--- src/design/vsfe_pkg.sv ---
// Package: shared types, constants and command codes for the voxel shape fill engine.
package vsfe_pkg;
    localparam int unsigned DEF_MAX_X = 32;
    localparam int unsigned DEF_MAX_Y = 32;
    localparam int unsigned DEF_MAX_Z = 32;

    localparam int unsigned CMD_W   = 4;
    localparam int unsigned POS_W   = 7;
    localparam int unsigned REACH_W = 6;
    localparam int unsigned SIZE_W  = 6;
    localparam int unsigned COLOR_W = 8;
    localparam int unsigned COUNT_W = 16;
    localparam int unsigned CFG_IDX_W = 3;

    localparam logic [CMD_W-1:0] CMD_READ = 4'd8;

    localparam logic [CFG_IDX_W-1:0] REG_SIZE_X = 3'd0;
    localparam logic [CFG_IDX_W-1:0] REG_SIZE_Y = 3'd1;
    localparam logic [CFG_IDX_W-1:0] REG_SIZE_Z = 3'd2;
    localparam logic [CFG_IDX_W-1:0] REG_RED    = 3'd3;
    localparam logic [CFG_IDX_W-1:0] REG_GREEN  = 3'd4;
    localparam logic [CFG_IDX_W-1:0] REG_BLUE   = 3'd5;
    localparam logic [CFG_IDX_W-1:0] REG_ALPHA  = 3'd6;

    // shape kind = command >> 1
    localparam logic [2:0] KIND_VOXEL = 3'd0;
    localparam logic [2:0] KIND_BOX   = 3'd1;
    localparam logic [2:0] KIND_SPH   = 3'd2;
    localparam logic [2:0] KIND_ELL   = 3'd3;

    // controller -> datapath
    typedef struct packed {
        logic load;     // capture command beat
        logic clr_step; // clearing sweep: write zero at scan address
        logic scan_rst; // reset scan counters
        logic scan_adv; // advance scan counters
        logic rd_issue; // latch whether the command position lies in the grid
        logic rd_take;  // latch read data into result
    } t_ctl;

    // datapath -> controller
    typedef struct packed {
        logic scan_last;
        logic is_read;
        logic is_bad;
    } t_sts;
endpackage

--- src/design/vsfe_ctrl.sv ---
// Controller: sequences reset clear, command scan, read and result handoff.
module vsfe_ctrl (
    input  logic            i_clk,
    input  logic            i_rst_n,
    input  logic            i_in_valid,
    output logic            o_in_ready,
    output logic            o_res_valid,
    input  logic            i_res_ready,
    input  vsfe_pkg::t_sts  i_sts,
    output vsfe_pkg::t_ctl  o_ctl
);
    typedef enum logic [7:0] {
        S_CLEAR = 8'b00000001,
        S_IDLE  = 8'b00000010,
        S_DEC   = 8'b00000100,
        S_SCAN  = 8'b00001000,
        S_FLUSH = 8'b00010000,
        S_DRAIN = 8'b00100000,
        S_READ  = 8'b01000000,
        S_DONE  = 8'b10000000
    } t_state;

    t_state r_state, n_state;

    always_ff @(posedge i_clk) begin
        if (!i_rst_n) begin
            r_state <= S_CLEAR;
        end else begin
            r_state <= n_state;
        end
    end

    always_comb begin
        n_state = r_state;
        o_ctl = '0;
        o_in_ready = 1'b0;
        o_res_valid = 1'b0;
        unique case (r_state)
            S_CLEAR: begin
                o_ctl.clr_step = 1'b1;
                o_ctl.scan_adv = 1'b1;
                if (i_sts.scan_last) begin
                    o_ctl.scan_rst = 1'b1;
                    n_state = S_IDLE;
                end
            end
            S_IDLE: begin
                o_in_ready = 1'b1;
                if (i_in_valid) begin
                    o_ctl.load = 1'b1;
                    o_ctl.scan_rst = 1'b1;
                    n_state = S_DEC;
                end
            end
            S_DEC: begin
                if (i_sts.is_bad) begin
                    n_state = S_DONE;
                end else if (i_sts.is_read) begin
                    o_ctl.rd_issue = 1'b1;
                    n_state = S_READ;
                end else begin
                    n_state = S_SCAN;
                end
            end
            S_SCAN: begin
                o_ctl.scan_adv = 1'b1;
                if (i_sts.scan_last) begin
                    n_state = S_FLUSH;
                end
            end
            // the flush and drain states let the last scanned voxel reach the write and count stage
            S_FLUSH: begin
                n_state = S_DRAIN;
            end
            S_DRAIN: begin
                n_state = S_DONE;
            end
            S_READ: begin
                o_ctl.rd_take = 1'b1;
                n_state = S_DONE;
            end
            S_DONE: begin
                o_res_valid = 1'b1;
                if (i_res_ready) begin
                    n_state = S_IDLE;
                end
            end
            default: n_state = S_CLEAR;
        endcase
    end
endmodule

--- config.mk ---
export PLATFORM = sky130hd
export DESIGN_NAME = vsfe_ctrl
export DESIGN_NICKNAME = d
export VERILOG_FILES = /design/src/design/vsfe_pkg.sv /design/src/design/vsfe_ctrl.sv
export SDC_FILE = /design/constraint.sdc
export NUM_CORES = 1
export LEC_CHECK = 0
export BUFFER_PORTS_ARGS = -buffer_cell sky130_fd_sc_hd__buf_2
export CORE_AREA = 2 2 39 41
export CTS_CLUSTER_SIZE = 8
export DETAILED_ROUTE_END_ITERATION = 10
export DIE_AREA = 0 0 41 43
export PLACE_DENSITY = 0.67
export SLEW_MARGIN = 30
export SYNTH_ARGS = -nofsm -noshare
export SYNTH_HDL_FRONTEND = slang
export SYNTH_SLANG_ARGS = --single-unit
--- constraint.sdc ---
create_clock -name i_clk -period 2.01 [get_ports i_clk]
set_input_delay 0.402 -clock i_clk [delete_from_list [all_inputs] [get_ports i_clk]]
set_output_delay 0.402 -clock i_clk [all_outputs]
set_load 0.02 [all_outputs]
After elaboration in Yosys (flattened, before gate mapping)
Index checks and enable logic that the tools add are counted.
Widths: inputs -> output; s select.
{"block": "classes", "n_mux": 19, "div_mod_pow": 0, "reduce_logical": 3, "shifts": 0, "magnitude_cmp": 0, "addsub": 0, "n_eq_ne": 12, "bitwise_logic": 0, "n_mul": 0}
{"op": "$pmux 8 s7", "n": 1}
{"op": "$mux 8", "n": 5}
{"op": "$mux 1", "n": 11}
{"op": "$eq 8x1->1 const B", "n": 1}
{"op": "$eq 8x2->1 const B", "n": 1}
{"op": "$eq 8x3->1 const B", "n": 1}
{"op": "$eq 8x4->1 const B", "n": 1}
{"op": "$eq 8x5->1 const B", "n": 1}
{"op": "$eq 8x6->1 const B", "n": 1}
{"op": "$eq 8x7->1 const B", "n": 1}
{"op": "$eq 8x8->1 const B", "n": 1}
{"op": "$ne 2x2->1 const B", "n": 4}
{"op": "$mux 7", "n": 1}
{"op": "$reduce_and 4->1", "n": 1}
{"op": "$reduce_or 2->1", "n": 2}
{"op": "$pmux 1 s2", "n": 1}
{"block": "totals", "romBits": 0, "latch_bits": 0, "ram_bits": 0, "mem_count": 0, "register_bits": 8}

Longest topological paths before layout
Gate-level depths: netlist of run 1.
{"block": "depth", "ltp_word": 3, "depth_mapped": 5, "ltp_nobuf": 4}

Worst setup path before layout of run 1
Ideal clock, no wire load.
{"block": "synth_path", "kind": "register to output", "startpoint": "register r_state[6]", "endpoint": "output o_ctl[3] (netlist bit)", "t_arrival_ns": 1.706, "stages_incl_launch_ff": 6, "path_buffers": 1, "path_slack_ns": -0.098, "path_cell_list": "dfxtp_1 > buf_6 > or3_4 > nor4b_4 > and2_2 > a21o_1"}
{"item": "start, declared", "line_no": "vsfe_ctrl.sv:23", "rtl": "t_state r_state, n_state;"}
{"item": "start signal, assigned", "line_no": "vsfe_ctrl.sv:29", "rtl": "r_state <= n_state;"}
{"item": "end, declared", "line_no": "vsfe_ctrl.sv:10", "rtl": "output vsfe_pkg::t_ctl o_ctl"}

==> results of run 1 <==
[power by group through the flow]
stage | clock (mW) | combinational [mW] | sequential [mW]
3_5_place_dp | 0 | 0.228 | 0.189
5_1_grt | 0.143 | 0.291 | 0.190
2_1_floorplan | 0 | 0.171 | 0.184
6_report | 0.130 | 0.275 | 0.187
3_3_place_gp | 0 | 0.226 | 0.188
4_1_cts | 0.130 | 0.244 | 0.185
[cell usage after synthesis (all sizes together)]
master	n	area share (%)
a21o	1	1.3
a2bb2oi	2	3.0
a31oi	2	2.2
and2	2	2.4
and3	3	3.3
and4	1	1.5
buf	4	7.2
dfxtp	8	28
inv	1	0.65
nand2	7	4.6
nand2b	1	1.1
nand3	1	0.87
nand3b	3	3.9
nor2	8	5.2
nor2b	1	1.1
nor3	3	2.6
nor4	3	3.3
nor4b	1	4.1
o2111ai	1	1.5
o211ai	1	1.3
o21ai	3	2.6
o22ai	1	1.1
or2	1	1.1
or2b	1	1.3
or3	3	5.2
or4	1	2.0
or4b	1	1.7
xnor2	3	4.6
xor2	1	1.5
[worst max path at each step]
stage	from	to	slack [ns]	cells after the start
after CTS	r_state[3]	o_ctl[3]	-0.03	5
after floorplan	r_state[6]	o_ctl[3]	-0.1	5
after detailed placement	r_state[5]	o_ctl[3]	0.1	5
after global placement	r_state[5]	o_ctl[3]	0.13	5
after global routing	r_state[7]	o_ctl[3]	-0.14	5
final	r_state[7]	o_ctl[3]	-0.08	5
[metrics by stage]
| step | cells | utilization (%) | instance area [um^2] | setup TNS, ns | total power, mW |
|---|---|---|---|---|---|
| after floorplan | 69 | - | 576 | -0.0976 | 0.355 |
| after global placement | 102 | 48.9 | 677 | 0 | 0.413 |
| after detailed placement | 102 | 48.9 | 677 | 0 | 0.417 |
| after CTS | 107 | 52.7 | 729 | -0.0552 | 0.559 |
| after global routing | 107 | 55.5 | 768 | -0.296 | 0.624 |
| final | 107 | 55.5 | 768 | -0.108 | 0.592 |
[cell families (layout without fill, tap and decap cells)]
logic type             count (synthesis)  in the layout  share of synthesized area (%)
AND/OR/NAND/NOR                       41             41                           45.2
AO/OA/AOI/OAI                         11             11                           13.0
buffers and inverters                  5             27                           7.83
flip-flops                             8              8                           27.8
XOR/XNOR                               4              4                           6.09
[layer usage]
layer | global-route usage (%) | up-vias | part of all wire [%]
met2 | 32.2 | 19 | 51
met1 | 26.9 | 289 | 42
li1 | - | 297 | -
met3 | 3.14 | 7 | 3.3
met5 | 0 | - | 0
met4 | 10.0 | 0 | 3.1
[cell type report]
type	instances	area, um^2
Inverter	1	3.75
Tap cell	16	20.0
Multi-Input combinational cell	56	399
Sequential cell	8	164
Timing Repair Buffer	23	159
Fill cell	118	616
Clock buffer	3	22.5
[timing repair]
item | in CTS | in global routing
pin swaps | 3 | 1
setup endpoints to repair | 3 | 6
hold buffers | 0 | 0
resized for setup | 5 | 10
cloned | 0 | 0
hold endpoints to repair | 0 | 0
setup buffers | 2 | 1
[cells in the final DEF (no fill, tap or decap), types with 2 or more instances in the layout]
cell,synthesis,final
nor2_1,8,8
a2bb2oi_1,2,2
o21ai_0,3,3
dfxtp_1,8,5
xnor2_1,3,3
clkbuf_4,0,3
a31oi_1,2,2
nor4_2,0,2
nand2_1,7,7
buf_2,0,10
nor3_1,3,3
nand3b_1,3,3
buf_4,1,10
dfxtp_2,0,3
or3_4,2,2
buf_6,3,3
and3_1,3,3
==> flow_metrics.py, run 1 <==
metrics = {
    "final_layout": {
        "largest_registers": "r_state: 8 flops",
        "syn_to_final_growth_pct": 33.5,
        "drive_gt1_share_pct": 41.8,
        "antennaDiodeCount": 0,
        "largest_register_ff_count": 8,
        "nets": 100,
        "top_register": "r_state",
    },
    "synthesis": {
        "ys_seq_area_share_pct": 27.8,
        "syn_inst": 69,
        "ys_ff_latch": 8,
        "ys_types": 32,
        "synth_warnings": 0,
        "synth_nets": 76,
        "syn_avg_cell_area_um2": 8.34,
        "netlist_area_um2": 576,
    },
    "power": {
        "sw_frac_of_total_pct": 36.1,
        "p_per_area_nw_per_um2": 770,
        "power_frac_clock_pct": 21.9,
        "vdd_drop_max_mv": 0.455,
        "p_sw_mw": 0.213,
        "seqPwrFrac_pct": 31.6,
        "p_int_mw": 0.378,
        "leakagePower_nw": 0.325,
        "comb_power_share_pct": 46.4,
    },
    "sta": {
        "drv_slew": 0,
        "skew_ns": 0.00237,
        "fin_hold_ws_ns": 0.376,
        "min_period_ns": 2.09,
        "hold_viol_final": 0,
        "setup_viol": 2,
        "slew_headroom_pct": 76.1,
        "worst_slack_ns": -0.0793,
        "fmax_mhz": 479,
        "tightest_slew_ns": 0.356,
        "period_share_pct": 104,
        "rsz0062_at_grt": "true",
    },
    "floorplanning": {
        "die_area_um2": 1760,
        "ioPinCount": 15,
        "placementRows": 14,
        "core_um2": 1380,
        "start_util_pct": 41.6,
        "die_h_um": 43,
        "die_width_um": 41,
    },
    "drt": {
        "drc": 0,
        "wire_per_inst_um": 14.6,
        "drt_iter0_drc": 17,
        "ant_nets": 0,
        "drt_wl_total_um": 1560,
        "dr.pass1.iters": 4,
        "viasPerCell": 5.72,
        "vias": 612,
    },
    "worst_setup_path": {
        "path_cells": "or3_4 -> nor4b_4 -> and2_4 -> a21o_1 -> buf_6",
        "rr_worst_depth": 4,
        "rrSetupSlack_ns": 0.40,
        "cp_slowest_cell": "or3_4",
        "cp.arrival_ns": 1.69,
        "cpPeakStageDelay_ns": 0.42,
        "rr_endpoint": "r_state[1]",
        "worstPathRequired_ns": 1.61,
        "worst_setup_path_start_kind": "flip-flop",
        "path_max_fanout": 3,
        "crit_family": "simple AND/OR/NAND/NOR gates",
        "end_kind": "output pin",
        "worstReg2RegStart": "r_state[2]",
        "crit_type": "reg2out",
        "critPathBufInv": 1,
    },
    "cts": {
        "cts_num_sinks": 8,
        "root_buffer": "clkbuf_4",
        "path_clk_slew_ns": 0.06,
        "clk_latency_ns": 0.26,
        "cts_buffer_depth": 2,
        "h-tree-depth": 1,
        "cts_tree": "done",
        "cts_buffers": 3,
    },
    "run_status": {
        "violations": "setup timing",
        "status": "complete, but fails checks",
    },
    "global_route": {
        "grt_max_degree": 10,
        "grt_pass1_vias": 600,
        "gr-total-overflow": 0,
        "grt.total_usage_pct": 20.8,
        "grt_pass1_wl_um": 2500,
        "antenna_found_initial": 0,
    },
    "placed_design": {
        "io_buffers": 14,
        "dp_hpwl_um": 1100,
        "dp_slack_ns": 0.0991,
        "gp_congestion": 0.774,
    },
    "hold_path": {
        "hold_start": "i_in_valid",
        "holdPathStages": 2,
        "holdPathEnd": "r_state[1]",
        "min_path_type": "in2reg",
    },
    "job": {
        "maxCapViolCount": 0,
    },
}
(Power assumes the default switching activity.)
==> inputs of run 2 (changes only) <==
==> constraint.sdc (replaced) <==
create_clock -name i_clk -period 2.01 [get_ports i_clk]
set_input_delay 0.1005 -clock i_clk [delete_from_list [all_inputs] [get_ports i_clk]]
set_output_delay 0.1005 -clock i_clk [all_outputs]
set_load 0.02 [all_outputs]
==> run 2 against run 1 <==
Net effect: first-iteration DRC count rose by 100%; sequential share of layout area rose by 3.1 points; global-route usage fell by 1.0 points; clock skew fell by 0.00070 ns; clock-buffer cell count did not move; routed wire length fell by 14%; the flow now finishes without violations.
==> flow_metrics.py, run 2 (synthesis results as in run 1) <==
metrics = {
    "run_status": {
        "status": "finished, final reports clean",
    },
    "final_layout": {
        "syn_to_final_growth_pct": 15.0,
        "drive_gt1_share_pct": 31.3,
        "top_register": "r_state",
        "largest_register_ff_count": 8,
        "fin_area_um2": 662,
        "nets": 92,
        "mostFrequentLayoutCells": "14 x buf_2, 8 x nor2_1, 7 x nand2_1, 7 x dfxtp_1",
        "layout_commonest_cell": "buf_2",
        "largest_registers": "r_state: 8 flops",
        "antennaDiodeCount": 0,
    },
    "sta": {
        "worst_slack_ns": 0.0979,
        "fmax_mhz": 523,
        "tightest_slew_ns": 0.474,
        "slew_headroom_pct": 68.1,
        "fin_setup_tns_ns": 0,
        "hold_viol_final": 0,
        "skew_ns": 0.00167,
        "rsz0062_at_grt": "false",
        "setup_viol": 0,
        "period_share_pct": 95.1,
        "min_period_ns": 1.91,
        "drv_slew": 0,
    },
    "drt": {
        "drc": 0,
        "vias": 593,
        "drt_wl_total_um": 1340,
        "drt_iter0_drc": 34,
        "wire_per_inst_um": 13.5,
        "dr.pass1.iters": 4,
        "ant_nets": 0,
        "viasPerCell": 5.99,
    },
    "power": {
        "sw_frac_of_total_pct": 36.2,
        "power_frac_clock_pct": 24.2,
        "p_int_mw": 0.335,
        "p_per_area_nw_per_um2": 795,
        "vdd_drop_max_mv": 0.455,
        "p_sw_mw": 0.191,
        "seqPwrFrac_pct": 36.9,
        "comb_power_share_pct": 38.9,
        "leakagePower_nw": 0.272,
    },
    "cts": {
        "cts_buffers": 3,
        "cts_buffer_depth": 2,
        "cts_num_sinks": 8,
        "root_buffer": "clkbuf_4",
        "cts_tree": "done",
        "hold_buffers": 0,
        "path_clk_slew_ns": 0.05,
        "h-tree-depth": 1,
        "clk_latency_ns": 0.26,
    },
    "worst_setup_path": {
        "rr_worst_depth": 4,
        "cp.arrival_ns": 1.81,
        "end_kind": "output pin",
        "rr_endpoint": "r_state[1]",
        "crit_type": "reg2out",
        "worstReg2RegStart": "r_state[1]",
        "path_max_fanout": 9,
        "worst_setup_path_start_kind": "flip-flop",
        "rrSetupSlack_ns": 0.43,
        "worstPathRequired_ns": 1.91,
    },
    "floorplanning": {
        "core_um2": 1380,
        "die_area_um2": 1760,
        "die_h_um": 43,
        "placementRows": 14,
        "die_width_um": 41,
        "ioPinCount": 15,
        "start_util_pct": 41.6,
    },
    "placed_design": {
        "placed_area_um2": 632,
        "gp_congestion": 0.859,
        "io_buffers": 14,
        "dp_hpwl_um": 1000,
        "dp_slack_ns": 0.367,
    },
    "global_route": {
        "antenna_found_initial": 0,
        "gr-total-overflow": 0,
        "grt_pass1_wl_um": 2230,
        "grt_pass1_vias": 552,
        "grt.total_usage_pct": 19.8,
        "grt_max_degree": 10,
    },
    "hold_path": {
        "hold_start": "i_in_valid",
        "min_path_type": "in2reg",
        "holdPathEnd": "r_state[1]",
        "holdPathStages": 2,
    },
    "job": {
        "maxCapViolCount": 0,
    },
}
run 2: cell types whose count changed in the layout (fill, tap and decap cells not counted):
cell     before  now
nor4_1        0    2
and2_2        0    1
buf_6         3    0
nor4_2        2    1
nor4_4        1    0
buf_4        10    1
and2_4        1    0
dfxtp_2       3    1
dfxtp_1       5    7
buf_2        10   14
run 2: metrics by stage:
stage               hold WS (ns)  power, mW  std cells  utilization (%)
finish                    0.0536      0.526         99             47.8
global route              0.0514      0.558         99             47.8
CTS                       0.0490      0.531         99             47.3
detailed placement         0.327      0.399         96             45.7
global placement           0.327      0.397         96             45.7
floorplan                  0.214      0.355         69                -
run 2: layout make-up:
cell class	instances	area, um^2
sequential	8	161
clock buffer	3	22.5
inverter	1	3.75
multi-input combinational	56	377
timing repair buffer	15	77.6
tap	16	20.0
fill	134	722
run 2: critical path: stages, from the launching register on:
cell and delay [ns]:
dfxtp_2 0.37, or3_4 0.43, nor4b_4 0.32, and2_2 0.21, a21o_1 0.08, buf_2 0.15
run 2: power groups by stage:
stage / logic (mW) / clock network [mW] / registers, mW
floorplan: 0.171 / 0 / 0.184
global placement: 0.201 / 0 / 0.196
detailed placement: 0.202 / 0 / 0.197
CTS: 0.203 / 0.135 / 0.193
global route: 0.220 / 0.143 / 0.195
finish: 0.205 / 0.127 / 0.194
run 2: how the worst max path moves through the flow:
stage               start        to  depth (start not counted)  slack (ns)
2_1_floorplan  r_state[6]  o_ctl[3]                          5        0.20
3_3_place_gp   r_state[4]  o_ctl[1]                          4        0.37
3_5_place_dp   r_state[3]  o_ctl[1]                          4        0.37
4_1_cts        r_state[4]  o_ctl[3]                          5        0.07
5_1_grt        r_state[3]  o_ctl[3]                          5        0.01
6_report       r_state[3]  o_ctl[3]                          5         0.1
run 2: timing repair:
item | in CTS | in global routing
resized for setup | 0 | 2
setup endpoints to repair | 0 | 2
buffers inserted | 0 | 0
endpoints found under the hold margin | 0 | 0
run 2: routing by layer:
layer	vias to the layer above	share of wire [%]	GRT usage, %
met3	6	6.0	3.66
li1	281	-	-
met1	277	40	21.7
met5	-	0	0
met4	0	5.1	21.3
met2	29	49	28.4
==> inputs of run 3 (changes only) <==
--- a/config.mk
+++ b/config.mk
@@ -10,7 +10,7 @@
 export CTS_CLUSTER_SIZE = 8
 export DETAILED_ROUTE_END_ITERATION = 10
 export DIE_AREA = 0 0 41 43
-export PLACE_DENSITY = 0.67
+export PLACE_DENSITY_LB_ADDON = 0.05
 export SLEW_MARGIN = 30
 export SYNTH_ARGS = -nofsm -noshare
 export SYNTH_HDL_FRONTEND = slang
==> run 3 against run 2 <==
Net effect: via count decreased by 5.1%; routed wire length increased by 3.4%; clock skew decreased by 0.0012 ns; clock power increased by 3%; critical path depth unchanged; final cell count unchanged; combinational power about the same; final area unchanged; clock-buffer cell count unchanged; global-route usage decreased by 1.4 points; critical path type unchanged; largest cell class unchanged.
==> flow_metrics.py, run 3 (synthesis results as in run 1) <==
metrics = {
    "drt": {
        "vias": 563,
        "viasPerCell": 5.69,
        "drt_iter0_drc": 14,
        "wire_per_inst_um": 14.0,
        "dr.pass1.iters": 6,
        "drt_wl_total_um": 1380,
        "ant_nets": 0,
        "drc": 0,
    },
    "cts": {
        "cts_tree": "done",
        "root_buffer": "clkbuf_4",
        "clk_latency_ns": 0.26,
        "h-tree-depth": 1,
        "cts_setup_buffers": 0,
        "hold_buffers": 0,
        "path_clk_slew_ns": 0.06,
        "cts_buffer_depth": 2,
        "ctsResizeCount": 0,
        "cts_num_sinks": 8,
        "cts_buffers": 3,
    },
    "power": {
        "power_frac_clock_pct": 24.7,
        "leakagePower_nw": 0.272,
        "seqPwrFrac_pct": 37.0,
        "comb_power_share_pct": 38.3,
        "sw_frac_of_total_pct": 36.6,
        "p_sw_mw": 0.194,
        "p_per_area_nw_per_um2": 800,
        "p_int_mw": 0.335,
        "vdd_drop_max_mv": 0.445,
    },
    "final_layout": {
        "layout_commonest_cell": "buf_2",
        "largest_registers": "r_state: 8 flops",
        "nets": 92,
        "fin_util_pct": 47.8,
        "top_register": "r_state",
        "largest_register_ff_count": 8,
        "syn_to_final_growth_pct": 15.0,
        "antennaDiodeCount": 0,
        "drive_gt1_share_pct": 31.3,
        "mostFrequentLayoutCells": "14 x buf_2, 8 x nor2_1, 7 x nand2_1, 7 x dfxtp_1",
    },
    "placed_design": {
        "gp_congestion": 0.792,
        "io_buffers": 14,
        "dp_hpwl_um": 1030,
    },
    "sta": {
        "fin_setup_tns_ns": 0,
        "tightest_slew_ns": 0.457,
        "period_share_pct": 95.2,
        "hold_viol_final": 0,
        "min_period_ns": 1.91,
        "slew_headroom_pct": 69.3,
        "fin_hold_ws_ns": 0.0654,
        "drv_slew": 0,
        "setup_viol": 0,
        "rsz0062_at_grt": "false",
        "fmax_mhz": 523,
        "skew_ns": 0.000425,
    },
    "global_route": {
        "antenna_found_initial": 0,
        "grt_pass1_vias": 481,
        "grt_pass1_wl_um": 2140,
        "grt_max_degree": 10,
        "grt.total_usage_pct": 18.4,
        "gr-total-overflow": 0,
    },
    "worst_setup_path": {
        "cp.arrival_ns": 1.81,
        "worstPathRequired_ns": 1.91,
        "worst_setup_path_start_kind": "flip-flop",
        "end_kind": "output pin",
        "path_max_fanout": 9,
        "crit_type": "reg2out",
    },
    "job": {
        "maxCapViolCount": 0,
    },
    "floorplanning": {
        "placementRows": 14,
        "core_um2": 1380,
        "die_width_um": 41,
        "ioPinCount": 15,
        "die_h_um": 43,
        "die_area_um2": 1760,
        "start_util_pct": 41.6,
    },
    "hold_path": {
        "min_path_type": "in2reg",
    },
    "run_status": {
        "status": "finished, final reports clean",
    },
}
-- run 3: cell counts in the layout (fill, tap and decap cells not counted) --
Identical to the previous run, type by type.
-- run 3: per-layer routing --
layer	track usage [%]	up-vias	share of wire, %
met4	12.0	0	1.0
met2	24.7	22	45
met1	26.1	257	46
met5	0	-	0
li1	-	282	-
met3	3.14	2	8.1
-- run 3: cell type report --
class / count / area (um^2)
fillers: 152 / 722
multi-input cells: 56 / 377
flip-flops and latches: 8 / 161
repair buffers: 15 / 77.6
clock buffers: 3 / 22.5
well taps: 16 / 20.0
inverters: 1 / 3.75
-- run 3: power groups by stage --
stage | combinational (mW) | sequential (mW) | clock (mW)
5_1_grt | 0.217 | 0.197 | 0.146
4_1_cts | 0.200 | 0.195 | 0.137
2_1_floorplan | 0.171 | 0.184 | 0
3_3_place_gp | 0.201 | 0.200 | 0
3_5_place_dp | 0.198 | 0.199 | 0
6_report | 0.203 | 0.196 | 0.131
-- run 3: path summary, 6_finish.rpt --
kind,startpoint,to,slack (ns),depth (start not counted)
hold reg to reg,r_state[4],r_state[5],0.53,2
setup / recovery,r_state[3],o_ctl[3],0.1,5
hold / removal,i_in_valid,r_state[1],0.07,2
setup reg to reg,r_state[0],r_state[1],0.42,4
-- run 3: critical path, cell delays in order (launching register included) --
cell,delay (ns)
dfxtp_2,0.37
or3_4,0.43
nor4b_4,0.33
and2_2,0.21
a21o_1,0.07
buf_2,0.15
-- run 3: per-stage QoR --
stage,std cells,total power [mW],area (um^2),setup WS (ns)
2_1_floorplan,69,0.355,576,0.204
3_3_place_gp,96,0.401,632,0.346
3_5_place_dp,96,0.397,632,0.359
4_1_cts,99,0.533,654,0.0667
5_1_grt,99,0.560,662,0.0296
6_report,99,0.530,662,0.0974
